--- src/rtl/rpcc_pkg.sv ---
package rpcc_pkg;

    // Widths of the request and response fields
    localparam int OP_W    = 2;
    localparam int OFF_W   = 12;
    localparam int DATA_W  = 32;
    localparam int CNT_W   = 24;
    localparam int PRESC_W = 12;

    localparam int NUM_COMPARE_DEF = 4;

    typedef logic [OP_W-1:0]    op_t;
    typedef logic [OFF_W-1:0]   offset_t;
    typedef logic [DATA_W-1:0]  data_t;
    typedef logic [CNT_W-1:0]   count_t;
    typedef logic [PRESC_W-1:0] presc_t;

    // Request operations
    localparam op_t OP_READ  = 2'd0;
    localparam op_t OP_WRITE = 2'd1;
    localparam op_t OP_TICK  = 2'd2;

    // Register map (byte offsets)
    localparam offset_t OFF_START     = 12'h000;
    localparam offset_t OFF_STOP      = 12'h004;
    localparam offset_t OFF_CLEAR     = 12'h008;
    localparam offset_t OFF_TRIG_OVF  = 12'h00C;
    localparam offset_t OFF_EVT_TICK  = 12'h100;
    localparam offset_t OFF_EVT_OVF   = 12'h104;
    localparam offset_t OFF_EVT_CMP   = 12'h140;
    localparam offset_t OFF_INTEN_SET = 12'h304;
    localparam offset_t OFF_INTEN_CLR = 12'h308;
    localparam offset_t OFF_EVTEN_SET = 12'h340;
    localparam offset_t OFF_EVTEN_CLR = 12'h344;
    localparam offset_t OFF_COUNTER   = 12'h504;
    localparam offset_t OFF_PRESC     = 12'h508;
    localparam offset_t OFF_CC        = 12'h540;

    // Task trigger value
    localparam data_t TASK_TRIGGER = 32'd1;

    // Counter preset for the overflow task
    localparam count_t OVF_PRESET = 24'hFFFFF0;

    // Interrupt enable bit positions
    localparam int INT_TICK_BIT = 0;
    localparam int INT_OVF_BIT  = 1;
    localparam int INT_CMP_BASE = 16;

endpackage

--- src/rtl/rpcc_req_if.sv ---
interface rpcc_req_if;
    import rpcc_pkg::*;

    logic    valid;
    logic    ready;
    op_t     operation;
    offset_t offset;
    data_t   write_data;

    modport source (output valid, output operation, output offset, output write_data,
                    input ready);
    modport sink   (input valid, input operation, input offset, input write_data,
                    output ready);
endinterface

--- src/rtl/rpcc_rsp_if.sv ---
interface rpcc_rsp_if;
    import rpcc_pkg::*;

    logic  valid;
    logic  ready;
    data_t read_data;
    logic  irq_raise;

    modport source (output valid, output read_data, output irq_raise, input ready);
    modport sink   (input valid, input read_data, input irq_raise, output ready);
endinterface

--- src/rtl/rtc_prescaled_counter_compare.sv ---
// Real-time counter with 12-bit prescaler, 24-bit counter and compare events.
// Channel req carries one request: a bus read, a bus write (offset, write_data)
// or one low-frequency clock tick. Channel rsp returns exactly one response per
// request, in order: read_data (zero unless a read of a mapped register) and
// irq_raise (one when a tick bumps the counter with an enabled event latched).
// A request is taken into an input register, processed by one pass of logic
// into the response register, and the register state is updated at that edge.
// A request accepted into the input register moves on to the response register,
// from which rsp offers its response.
// Throughput: one request per cycle while rsp is not stalled, set by the single
// register update per request in the state registers.
// If rsp is stalled, the response register holds, the input register keeps
// one more request, and req.ready drops only while both are full.
// Reset clears the counter, prescaler, compare values, events and enables and
// leaves the counter stopped; both pipeline registers come out of reset empty.
module rtc_prescaled_counter_compare #(
    parameter int NUM_COMPARE = rpcc_pkg::NUM_COMPARE_DEF
) (
    input logic        clk,
    input logic        rst_n,
    rpcc_req_if.sink   req,
    rpcc_rsp_if.source rsp
);
    import rpcc_pkg::*;

    // Input register
    logic    s1_valid_reg;
    op_t     op_reg;
    offset_t off_reg;
    data_t   wdata_reg;

    // Response register
    logic    rsp_valid_reg;
    data_t   rd_reg;
    logic    irq_reg;

    // Architectural state
    logic                   running_reg,  running_next;
    count_t                 count_reg,    count_next;
    presc_t                 presc_reg,    presc_next;
    presc_t                 phase_reg,    phase_next;
    count_t                 cmp_val_reg  [NUM_COMPARE];
    count_t                 cmp_val_next [NUM_COMPARE];
    logic                   tick_evt_reg, tick_evt_next;
    logic                   ovf_evt_reg,  ovf_evt_next;
    logic [NUM_COMPARE-1:0] cmp_evt_reg,  cmp_evt_next;
    data_t                  int_en_reg,   int_en_next;
    data_t                  evt_en_reg,   evt_en_next;

    data_t rd_next;
    logic  irq_next;
    logic  adv;

    // Handshake: the input register moves on when the response slot frees
    assign adv       = s1_valid_reg && (!rsp_valid_reg || rsp.ready);
    assign req.ready = !s1_valid_reg || adv;
    assign rsp.valid = rsp_valid_reg;
    assign rsp.read_data = rd_reg;
    assign rsp.irq_raise = irq_reg;

    // Request processing
    always_comb
    begin
        running_next  = running_reg;
        count_next    = count_reg;
        presc_next    = presc_reg;
        phase_next    = phase_reg;
        cmp_val_next  = cmp_val_reg;
        tick_evt_next = tick_evt_reg;
        ovf_evt_next  = ovf_evt_reg;
        cmp_evt_next  = cmp_evt_reg;
        int_en_next   = int_en_reg;
        evt_en_next   = evt_en_reg;
        rd_next       = '0;
        irq_next      = 1'b0;

        case (op_reg)
            OP_READ:
            begin
                case (off_reg)
                    OFF_EVT_TICK:  rd_next = DATA_W'(tick_evt_reg);
                    OFF_EVT_OVF:   rd_next = DATA_W'(ovf_evt_reg);
                    OFF_INTEN_SET,
                    OFF_INTEN_CLR: rd_next = int_en_reg;
                    OFF_EVTEN_SET,
                    OFF_EVTEN_CLR: rd_next = evt_en_reg;
                    OFF_COUNTER:   rd_next = DATA_W'(count_reg);
                    OFF_PRESC:     rd_next = DATA_W'(presc_reg);
                    default: ;
                endcase
                // compare banks never overlap the single registers
                for (int i = 0; i < NUM_COMPARE; i++)
                begin
                    if (off_reg == OFF_EVT_CMP + OFF_W'(4 * i))
                        rd_next = DATA_W'(cmp_evt_reg[i]);
                    if (off_reg == OFF_CC + OFF_W'(4 * i))
                        rd_next = DATA_W'(cmp_val_reg[i]);
                end
            end
            OP_WRITE:
            begin
                case (off_reg)
                    OFF_START:
                        if (wdata_reg == TASK_TRIGGER && !running_reg)
                        begin
                            running_next = 1'b1;
                            phase_next   = presc_reg;
                        end
                    OFF_STOP:
                        if (wdata_reg == TASK_TRIGGER)
                            running_next = 1'b0;
                    OFF_CLEAR:
                        if (wdata_reg == TASK_TRIGGER)
                            count_next = '0;
                    OFF_TRIG_OVF:
                        if (wdata_reg == TASK_TRIGGER)
                            count_next = OVF_PRESET;
                    OFF_EVT_TICK:  tick_evt_next = wdata_reg[0];
                    OFF_EVT_OVF:   ovf_evt_next  = wdata_reg[0];
                    OFF_INTEN_SET: int_en_next   = int_en_reg | wdata_reg;
                    OFF_INTEN_CLR: int_en_next   = int_en_reg & ~wdata_reg;
                    OFF_EVTEN_SET: evt_en_next   = evt_en_reg | wdata_reg;
                    OFF_EVTEN_CLR: evt_en_next   = evt_en_reg & ~wdata_reg;
                    OFF_PRESC:     presc_next    = wdata_reg[PRESC_W-1:0];
                    default: ;
                endcase
                for (int i = 0; i < NUM_COMPARE; i++)
                begin
                    if (off_reg == OFF_EVT_CMP + OFF_W'(4 * i))
                        cmp_evt_next[i] = wdata_reg[0];
                    if (off_reg == OFF_CC + OFF_W'(4 * i))
                        cmp_val_next[i] = wdata_reg[CNT_W-1:0];
                end
            end
            OP_TICK:
            begin
                if (running_reg)
                begin
                    if (phase_reg != '0)
                        phase_next = phase_reg - 1'b1;
                    else
                    begin
                        // counter increment: latch events, evaluate interrupt
                        phase_next    = presc_reg;
                        count_next    = count_reg + 1'b1;
                        tick_evt_next = 1'b1;
                        if (count_next == '0)
                            ovf_evt_next = 1'b1;
                        for (int i = 0; i < NUM_COMPARE; i++)
                            if (cmp_val_reg[i] == count_next)
                                cmp_evt_next[i] = 1'b1;
                        irq_next = (int_en_reg[INT_TICK_BIT] && tick_evt_next) ||
                                   (int_en_reg[INT_OVF_BIT] && ovf_evt_next);
                        for (int i = 0; i < NUM_COMPARE; i++)
                            if (int_en_reg[INT_CMP_BASE + i] && cmp_evt_next[i])
                                irq_next = 1'b1;
                    end
                end
            end
            default: ;
        endcase
    end

    // Input register
    always_ff @(posedge clk or negedge rst_n)
    begin
        if (!rst_n)
            s1_valid_reg <= 1'b0;
        else if (req.ready)
            s1_valid_reg <= req.valid;
    end

    always_ff @(posedge clk)
    begin
        if (req.valid && req.ready)
        begin
            op_reg    <= req.operation;
            off_reg   <= req.offset;
            wdata_reg <= req.write_data;
        end
    end

    // Response register
    always_ff @(posedge clk or negedge rst_n)
    begin
        if (!rst_n)
            rsp_valid_reg <= 1'b0;
        else if (adv)
            rsp_valid_reg <= 1'b1;
        else if (rsp.ready)
            rsp_valid_reg <= 1'b0;
    end

    always_ff @(posedge clk)
    begin
        if (adv)
        begin
            rd_reg  <= rd_next;
            irq_reg <= irq_next;
        end
    end

    // State registers
    always_ff @(posedge clk or negedge rst_n)
    begin
        if (!rst_n)
        begin
            running_reg  <= 1'b0;
            count_reg    <= '0;
            presc_reg    <= '0;
            phase_reg    <= '0;
            tick_evt_reg <= 1'b0;
            ovf_evt_reg  <= 1'b0;
            cmp_evt_reg  <= '0;
            int_en_reg   <= '0;
            evt_en_reg   <= '0;
            for (int i = 0; i < NUM_COMPARE; i++)
                cmp_val_reg[i] <= '0;
        end
        else if (adv)
        begin
            running_reg  <= running_next;
            count_reg    <= count_next;
            presc_reg    <= presc_next;
            phase_reg    <= phase_next;
            tick_evt_reg <= tick_evt_next;
            ovf_evt_reg  <= ovf_evt_next;
            cmp_evt_reg  <= cmp_evt_next;
            int_en_reg   <= int_en_next;
            evt_en_reg   <= evt_en_next;
            cmp_val_reg  <= cmp_val_next;
        end
    end

endmodule

--- src/flat_wrapper.sv ---
// flat-port wrapper written by rule: the top's interface ports become plain ports
module rtc_prescaled_counter_compare_flat import rpcc_pkg::*;
#(
    parameter int NUM_COMPARE = rpcc_pkg::NUM_COMPARE_DEF
)
  (clk, rst_n, req_valid, req_operation, req_offset, req_write_data, req_ready, rsp_valid, rsp_read_data, rsp_irq_raise, rsp_ready);
  rpcc_req_if req_i ();
  rpcc_rsp_if rsp_i ();
  input logic clk;
  input logic rst_n;
  input wire logic [$bits(req_i.valid)-1:0] req_valid;
  input wire logic [$bits(req_i.operation)-1:0] req_operation;
  input wire logic [$bits(req_i.offset)-1:0] req_offset;
  input wire logic [$bits(req_i.write_data)-1:0] req_write_data;
  output wire logic [$bits(req_i.ready)-1:0] req_ready;
  output wire logic [$bits(rsp_i.valid)-1:0] rsp_valid;
  output wire logic [$bits(rsp_i.read_data)-1:0] rsp_read_data;
  output wire logic [$bits(rsp_i.irq_raise)-1:0] rsp_irq_raise;
  input wire logic [$bits(rsp_i.ready)-1:0] rsp_ready;
  assign req_i.valid = req_valid;
  assign req_i.operation = req_operation;
  assign req_i.offset = req_offset;
  assign req_i.write_data = req_write_data;
  assign req_ready = req_i.ready;
  assign rsp_valid = rsp_i.valid;
  assign rsp_read_data = rsp_i.read_data;
  assign rsp_irq_raise = rsp_i.irq_raise;
  assign rsp_i.ready = rsp_ready;
  rtc_prescaled_counter_compare #(.NUM_COMPARE(NUM_COMPARE)) u_core (.clk(clk), .rst_n(rst_n), .req(req_i), .rsp(rsp_i));
endmodule
--- config.mk ---
export PLATFORM = sky130hd
export DESIGN_NAME = rtc_prescaled_counter_compare_flat
export DESIGN_NICKNAME = d
export VERILOG_FILES = /design/src/rtl/rpcc_pkg.sv /design/src/rtl/rpcc_req_if.sv /design/src/rtl/rpcc_rsp_if.sv /design/src/rtl/rtc_prescaled_counter_compare.sv /design/src/flat_wrapper.sv
export SDC_FILE = /design/constraint.sdc
export NUM_CORES = 1
export LEC_CHECK = 0
export BUFFER_PORTS_ARGS = -buffer_cell sky130_fd_sc_hd__buf_2
export CORE_ASPECT_RATIO = 0.9
export CORE_MARGIN = 1.5
export CORE_UTILIZATION = 55
export CTS_CLUSTER_SIZE = 16
export DETAILED_ROUTE_END_ITERATION = 8
export PLACE_DENSITY_LB_ADDON = 0.1
export SLEW_MARGIN = 25
export SYNTH_ARGS = -nofsm -noshare
export SYNTH_HDL_FRONTEND = slang
export SYNTH_SLANG_ARGS = --single-unit
--- constraint.sdc ---
create_clock -name clk -period 5 [get_ports clk]
set_clock_uncertainty 0.2 [all_clocks]
set_input_delay 0.5 -clock clk [delete_from_list [all_inputs] [get_ports clk]]
set_output_delay 0.5 -clock clk [all_outputs]
set_load 0.02 [all_outputs]
# --- Word-level counts from Yosys, hierarchy flattened ---
# Index checks and enable logic that the tools add are counted.
word_totals:
  output_inout_bits: 35
  input_bits: 50
  word_cells: 184
  reg_bits: 296
classes:
  add_sub_neg: 2
  reduce_logical: 43
  mux: 66
  n_eq_ne: 41
  bitwise: 8
ops:
  columns: ["op", "n"]
  rows:
  - ["$mux 24", 12]
  - ["$pmux 32 s6", 1]
  - ["$pmux 32 s2", 2]
  - ["$eq 24x24->1", 4]
  - ["$pmux 24 s2", 2]
  - ["$eq 12x11->1 const B", 6]
  - ["$eq 12x9->1 const B", 6]
  - ["$and 32x32->32", 2]
  - ["$or 32x32->32", 2]
  - ["$eq 12x10->1 const B", 4]
  - ["$mux 12", 4]
  - ["$reduce_and 5->1", 8]
  - ["$mux 1", 38]
  - ["$eq 32x1->1 const B", 1]
  - ["$not 32->32", 1]
  - ["$add 24x1->24 const B", 1]
  - ["$eq 12x4->1 const B", 2]
  - ["$logic_not 24->1", 1]
  - ["$pmux 12 s2", 1]
  - ["$reduce_and 3->1", 7]
  - ["$ne 2x1->1 const B", 8]
  - ["$eq 12x3->1 const B", 1]
  - ["$logic_not 12->1", 1]
  - ["$reduce_bool 12->1", 1]
  - ["other kinds (19)", 44]

# --- Depth between registers and ports, before layout ---
depth:
  depth_word: 12
  ltp_mapped: 12

# --- Worst setup path before layout ---
# Ideal clock, no wire load.
synth_path:
  kind: "input -> register"
  startpoint: "input rsp_ready"
  endpoint: "register u_core.cmp_val_reg[10] in the netlist's numbering"
  stages: 7
  arrival_time_ns: 3.095
  slack_ns: 1.580
  setup_ns: 0.125
  path_cell_list: "nand2b_1 nand2_1 inv_1 nand2_1 nor3_1 clkbuf_1 mux2_2"
synth_between:
  elab_chain_len: 3
synth_lines:
  columns: ["item", "line_no", "text"]
  rows:
  - ["from (decl)", "flat_wrapper.sv:19", "input wire logic [$bits(rsp_i.ready)-1:0] rsp_ready;"]
  - ["$logic_or 1x1->1", "rtc_prescaled_counter_compare.sv:55", "assign adv = s1_valid_reg && (!rsp_valid_reg || rsp.ready);"]
  - ["$logic_and 1x1->1", "rtc_prescaled_counter_compare.sv:55", null]
  - ["via u_core.adv", "rtc_prescaled_counter_compare.sv:52", "logic adv;"]
  - ["$reduce_and 3->1 (no line)", null, null]
  - ["to (signal assigned)", "rtc_prescaled_counter_compare.sv:231", "cmp_val_reg <= cmp_val_next;"]
  - ["to (decl)", "rtc_prescaled_counter_compare.sv:42", "count_t cmp_val_reg [NUM_COMPARE];"]
# The timed path passes the listed nets, and every way through them passes these cells.
# A chain may end at the register's enable or synchronous reset.

# --- Worst setup path after layout ---
layout_path:
  startpoint: "register u_core.count_reg[0]"
  endpoint: "register u_core.irq_reg (netlist: u_core.rsp.irq_raise), data pin"
layout_between:
  elab_chain_len: 12
  elab_cells_between_ends: 36
layout_lines:
  columns: ["item", "line_no", "text"]
  rows:
  - ["from (decl)", "rtc_prescaled_counter_compare.sv:39", "count_t count_reg, count_next;"]
  - ["from (signal assigned)", "rtc_prescaled_counter_compare.sv:223", "count_reg <= count_next;"]
  - ["$add 24x1->24 (*)", "rtc_prescaled_counter_compare.sv:145", "count_next = count_reg + 1'b1;"]
  - ["$logic_not 24->1", "rtc_prescaled_counter_compare.sv:147", "if (count_next == '0)"]
  - ["$mux 1", "rtc_prescaled_counter_compare.sv:147", null]
  - ["$mux 1", "rtc_prescaled_counter_compare.sv:139", "if (phase_reg != '0)"]
  - ["$mux 1", "rtc_prescaled_counter_compare.sv:137", "if (running_reg)"]
  - ["$mux 1", "rtc_prescaled_counter_compare.sv:77", "case (op_reg)"]
  - ["$logic_and 1x1->1", "rtc_prescaled_counter_compare.sv:153", "(int_en_reg[INT_OVF_BIT] && ovf_evt_next);"]
  - ["$logic_or 1x1->1", "rtc_prescaled_counter_compare.sv:152", "irq_next = (int_en_reg[INT_TICK_BIT] && tick_evt_next) ||"]
  - ["$mux 1 (3 in a row)", "rtc_prescaled_counter_compare.sv:155", "if (int_en_reg[INT_CMP_BASE + i] && cmp_evt_next[i])"]
  - ["$mux 1 (*)", "rtc_prescaled_counter_compare.sv:155", null]
  - ["to (signal assigned)", "rtc_prescaled_counter_compare.sv:199", "irq_reg <= irq_next;"]
  - ["to (decl)", "rtc_prescaled_counter_compare.sv:35", "logic irq_reg;"]
# Every way passes the cells marked *; elsewhere a longest branch is shown, timed or not. The select of a mux whose other input is x is not followed.

==> metrics.txt <==
Critical path origin=u_core.count_reg[0]; number of clock sinks=296; syn_nets=1591; Die Outline Area=29900 sq um; Setup TNS Final=0 ns; Avg Synthesized Cell Area=10.3 sq um; Max-Cap Viols=0; Required @ worst endpoint=about 5.2 ns; Max Slew Vio Count=0; number of H-tree branching levels=1; setup slack on the worst flop-to-flop path=roughly 0.65 ns; vias in the first global route=13309; power density over the cells=408 nW/um^2; maximum number of pins on one net before global-route repair=116; wire length of the first global-routing pass=83.8 mm; transition time of the tightest slew-check pin=1.00 ns; number of failing hold endpoints at the final stage=0; effective utilization at floorplan=56.5%; unrepaired setup endpoints after global routing=false; number of distinct standard cells referenced by the synthesized netlist=around 80; dominant cells by area after synthesis=sky130_fd_sc_hd__dfrtp_1, sky130_fd_sc_hd__edfxtp_1, sky130_fd_sc_hd__mux2_2; Achievable Freq=roughly 230 MHz; min Tclk post-route=4.35 ns; portion of the post-synthesis area used by sequential elements=49.1%; Reg clk slew, reported paths=0.07 ns; register bit count reported by yosys=296; critical path launch point type=register; height of the die=~160 um; static leakage=around 0.0074 uW; total detailed-routing wirelength=55.2 mm; horizontal die dimension=182 um; remaining routing DRC violations=0; Post-Synthesis Cells=1538; relative slew slack=33.1%; Synth async-reset ratio=73.3%; Final HPWL DP=38.1 mm; vias per cell=6.88; cell accounting for the most synthesized area=sky130_fd_sc_hd__dfrtp_1; biggest fanout along the worst timing path=14; Post-Layout Inst Area=18100 sq um; post-placement cell area=16600 sq um; worst slack at placement=0.738 ns; clock network latency to the later pin of the worst-skew pair=0.59 ns; Peak supply drop=0.000473 V; final layout net count=1675; startpoint of the lowest-slack register-to-register path=u_core.count_reg[0]; initial antenna violation count=0; number of clock buffers inserted by TritonCTS=31; number of warning messages in the yosys log=0; setup-violating endpoint count in the final report=0; maximum buffer depth of the clock tree=3; Routed Antenna Nets=0; arrival time of the worst setup path=roughly 4.6 ns; core area=28200 sq um; overall overflow remaining after global route=0; share of final-layout standard cells stronger than drive strength 1=approximately 19%; number of flops mapped to enable cells by yosys=79; root buf cell=sky130_fd_sc_hd__clkbuf_16; CTS tree=done; number of I/O pins=85; weighted congestion reported at the end of routability-driven placement=1.06; total via count in the routed design=~14000; combined global-route utilization of all metal layers=a little under two fifths; number of instances resized during post-cts repair=0; critical hold path startpoint=rsp_ready; share of the synthesized area in the top cell type=34.2%; Std-Cell Rows=58; I/O Buffers=84; fraction of the cycle the final worst path needs=around 87%; result of the run=finished clean; number of DRC markers in iteration 0=2028; Worst Setup End Kind=register; smallest setup slack after layout=around 0.65 ns; WS Path Type=register to register; router iterations before antenna repair=9; Routed wire per std cell=27.5 um; class of the tightest hold or removal check=input pin to register; netlist area before placement=15900 sq um; leading register cell type out of synthesis=sky130_fd_sc_hd__dfrtp_1; area growth from synthesis to layout=13.9%
==> cell type report <==
type | count | area [sq um]
clock buffer | 42 | 858
clock inverter | 16 | 128
fill | 2294 | 10000
timing repair buffer | 174 | 1260
inverter | 22 | 82.6
tap | 360 | 450
multi-input combinational | 1097 | 7530
sequential | 296 | 7800
antenna | 1 | 2.50
==> cells by family (layout without fill, tap and decap cells) <==
logic type      count (synthesis)  after routing  synth area share (%)
other cells                     0              1                     0
mux                           104            104                  7.36
flops                         296            296                  49.1
xor+xnor                       99             99                  5.63
buf+inv                       145            254                  3.81
compound gates                468            468                  19.6
simple gates                  421            421                  14.1
fa+ha+maj                       5              5                 0.362
==> through the flow <==
stage | utilization (%) | hold slack, ns | std cells | total power (uW)
after floorplan | - | 0.00441 | 1538 | 4400
after global placement | 59.1 | 0.262 | 1900 | 5060
after detailed placement | 59.1 | 0.270 | 1901 | 5060
after CTS | 64.3 | 0.00643 | 2007 | 7340
after global routing | 64.3 | 0.0600 | 2007 | 7680
final | 64.3 | 0.0534 | 2008 | 7390
==> layout by cell type (no fill, tap or decap), drive strengths merged, types with 17 or more instances in the layout <==
master | Yosys | routed
buf | 38 | 126
o21ai | 92 | 92
dlygate4sd3 | 0 | 48
xor2 | 35 | 35
a31oi | 80 | 80
edfxtp | 79 | 79
a22oi | 56 | 56
o22a | 24 | 24
nand3 | 36 | 36
clkbuf | 85 | 42
mux2 | 103 | 103
nor4 | 25 | 25
dfrtp | 217 | 217
xnor2 | 62 | 62
nor3 | 34 | 34
inv | 22 | 24
and3 | 17 | 17
a221oi | 22 | 22
nor2 | 67 | 67
nand2 | 141 | 141
a21oi | 99 | 99
nand4 | 18 | 18
==> critical path, stage by stage, from the launching register on <==
cell	delay [ns]
sky130_fd_sc_hd__dfrtp_1	0.68
sky130_fd_sc_hd__ha_1	0.62
sky130_fd_sc_hd__nand4_2	0.37
sky130_fd_sc_hd__nor4_2	0.30
sky130_fd_sc_hd__buf_4	0.23
sky130_fd_sc_hd__and2_1	0.25
sky130_fd_sc_hd__xnor2_1	0.30
sky130_fd_sc_hd__xnor2_1	0.14
sky130_fd_sc_hd__a2111oi_0	0.56
sky130_fd_sc_hd__and4_1	0.35
sky130_fd_sc_hd__nand2_1	0.07
sky130_fd_sc_hd__a31oi_1	0.13
==> what timing repair did <==
item,in CTS,in global routing
buffers inserted,0,0
hold buffers,48,0
hold endpoints to repair,160,0
==> power breakdown <==
part / leakage, uW / total [uW] / internal, uW / switching, uW
sequential: 0.00369 / 3190 / 2680 / 502
clock: 0.000481 / 2270 / 1260 / 1010
combinational: 0.00318 / 1940 / 751 / 1190
==> cells in the mapped netlist, types with 35 or more instances <==
master                       n
sky130_fd_sc_hd__dfrtp_1   217
sky130_fd_sc_hd__nand2_1   140
sky130_fd_sc_hd__mux2_2    103
sky130_fd_sc_hd__a21oi_1    99
sky130_fd_sc_hd__o21ai_0    89
sky130_fd_sc_hd__clkbuf_1   82
sky130_fd_sc_hd__a31oi_1    80
sky130_fd_sc_hd__edfxtp_1   79
sky130_fd_sc_hd__nor2_1     67
sky130_fd_sc_hd__xnor2_1    62
sky130_fd_sc_hd__a22oi_1    56
sky130_fd_sc_hd__xor2_1     35
==> path summary, 6_finish.rpt <==
path | to | cells past startpoint
setup / recovery | u_core.rsp.irq_raise | 11
hold / removal | u_core.rsp.valid | 3
setup reg to reg | u_core.rsp.irq_raise | 11
hold reg to reg | register | 2
max in group asynchronous | asynchronous set/reset pin | 3
min in group asynchronous | u_core.cmp_val_reg[55] | 2
==> routing by layer <==
| metal | GRT usage, % | wire, um | vias up |
|---|---|---|---|
| met5 | 0 | 0 | - |
| met4 | 9.02 | 1110 | 0 |
| li1 | - | - | 5984 |
| met1 | 54.8 | 23600 | 6865 |
| met3 | 9.60 | 6490 | 84 |
| met2 | 55.3 | 23900 | 889 |
(Power assumes the default switching activity.)
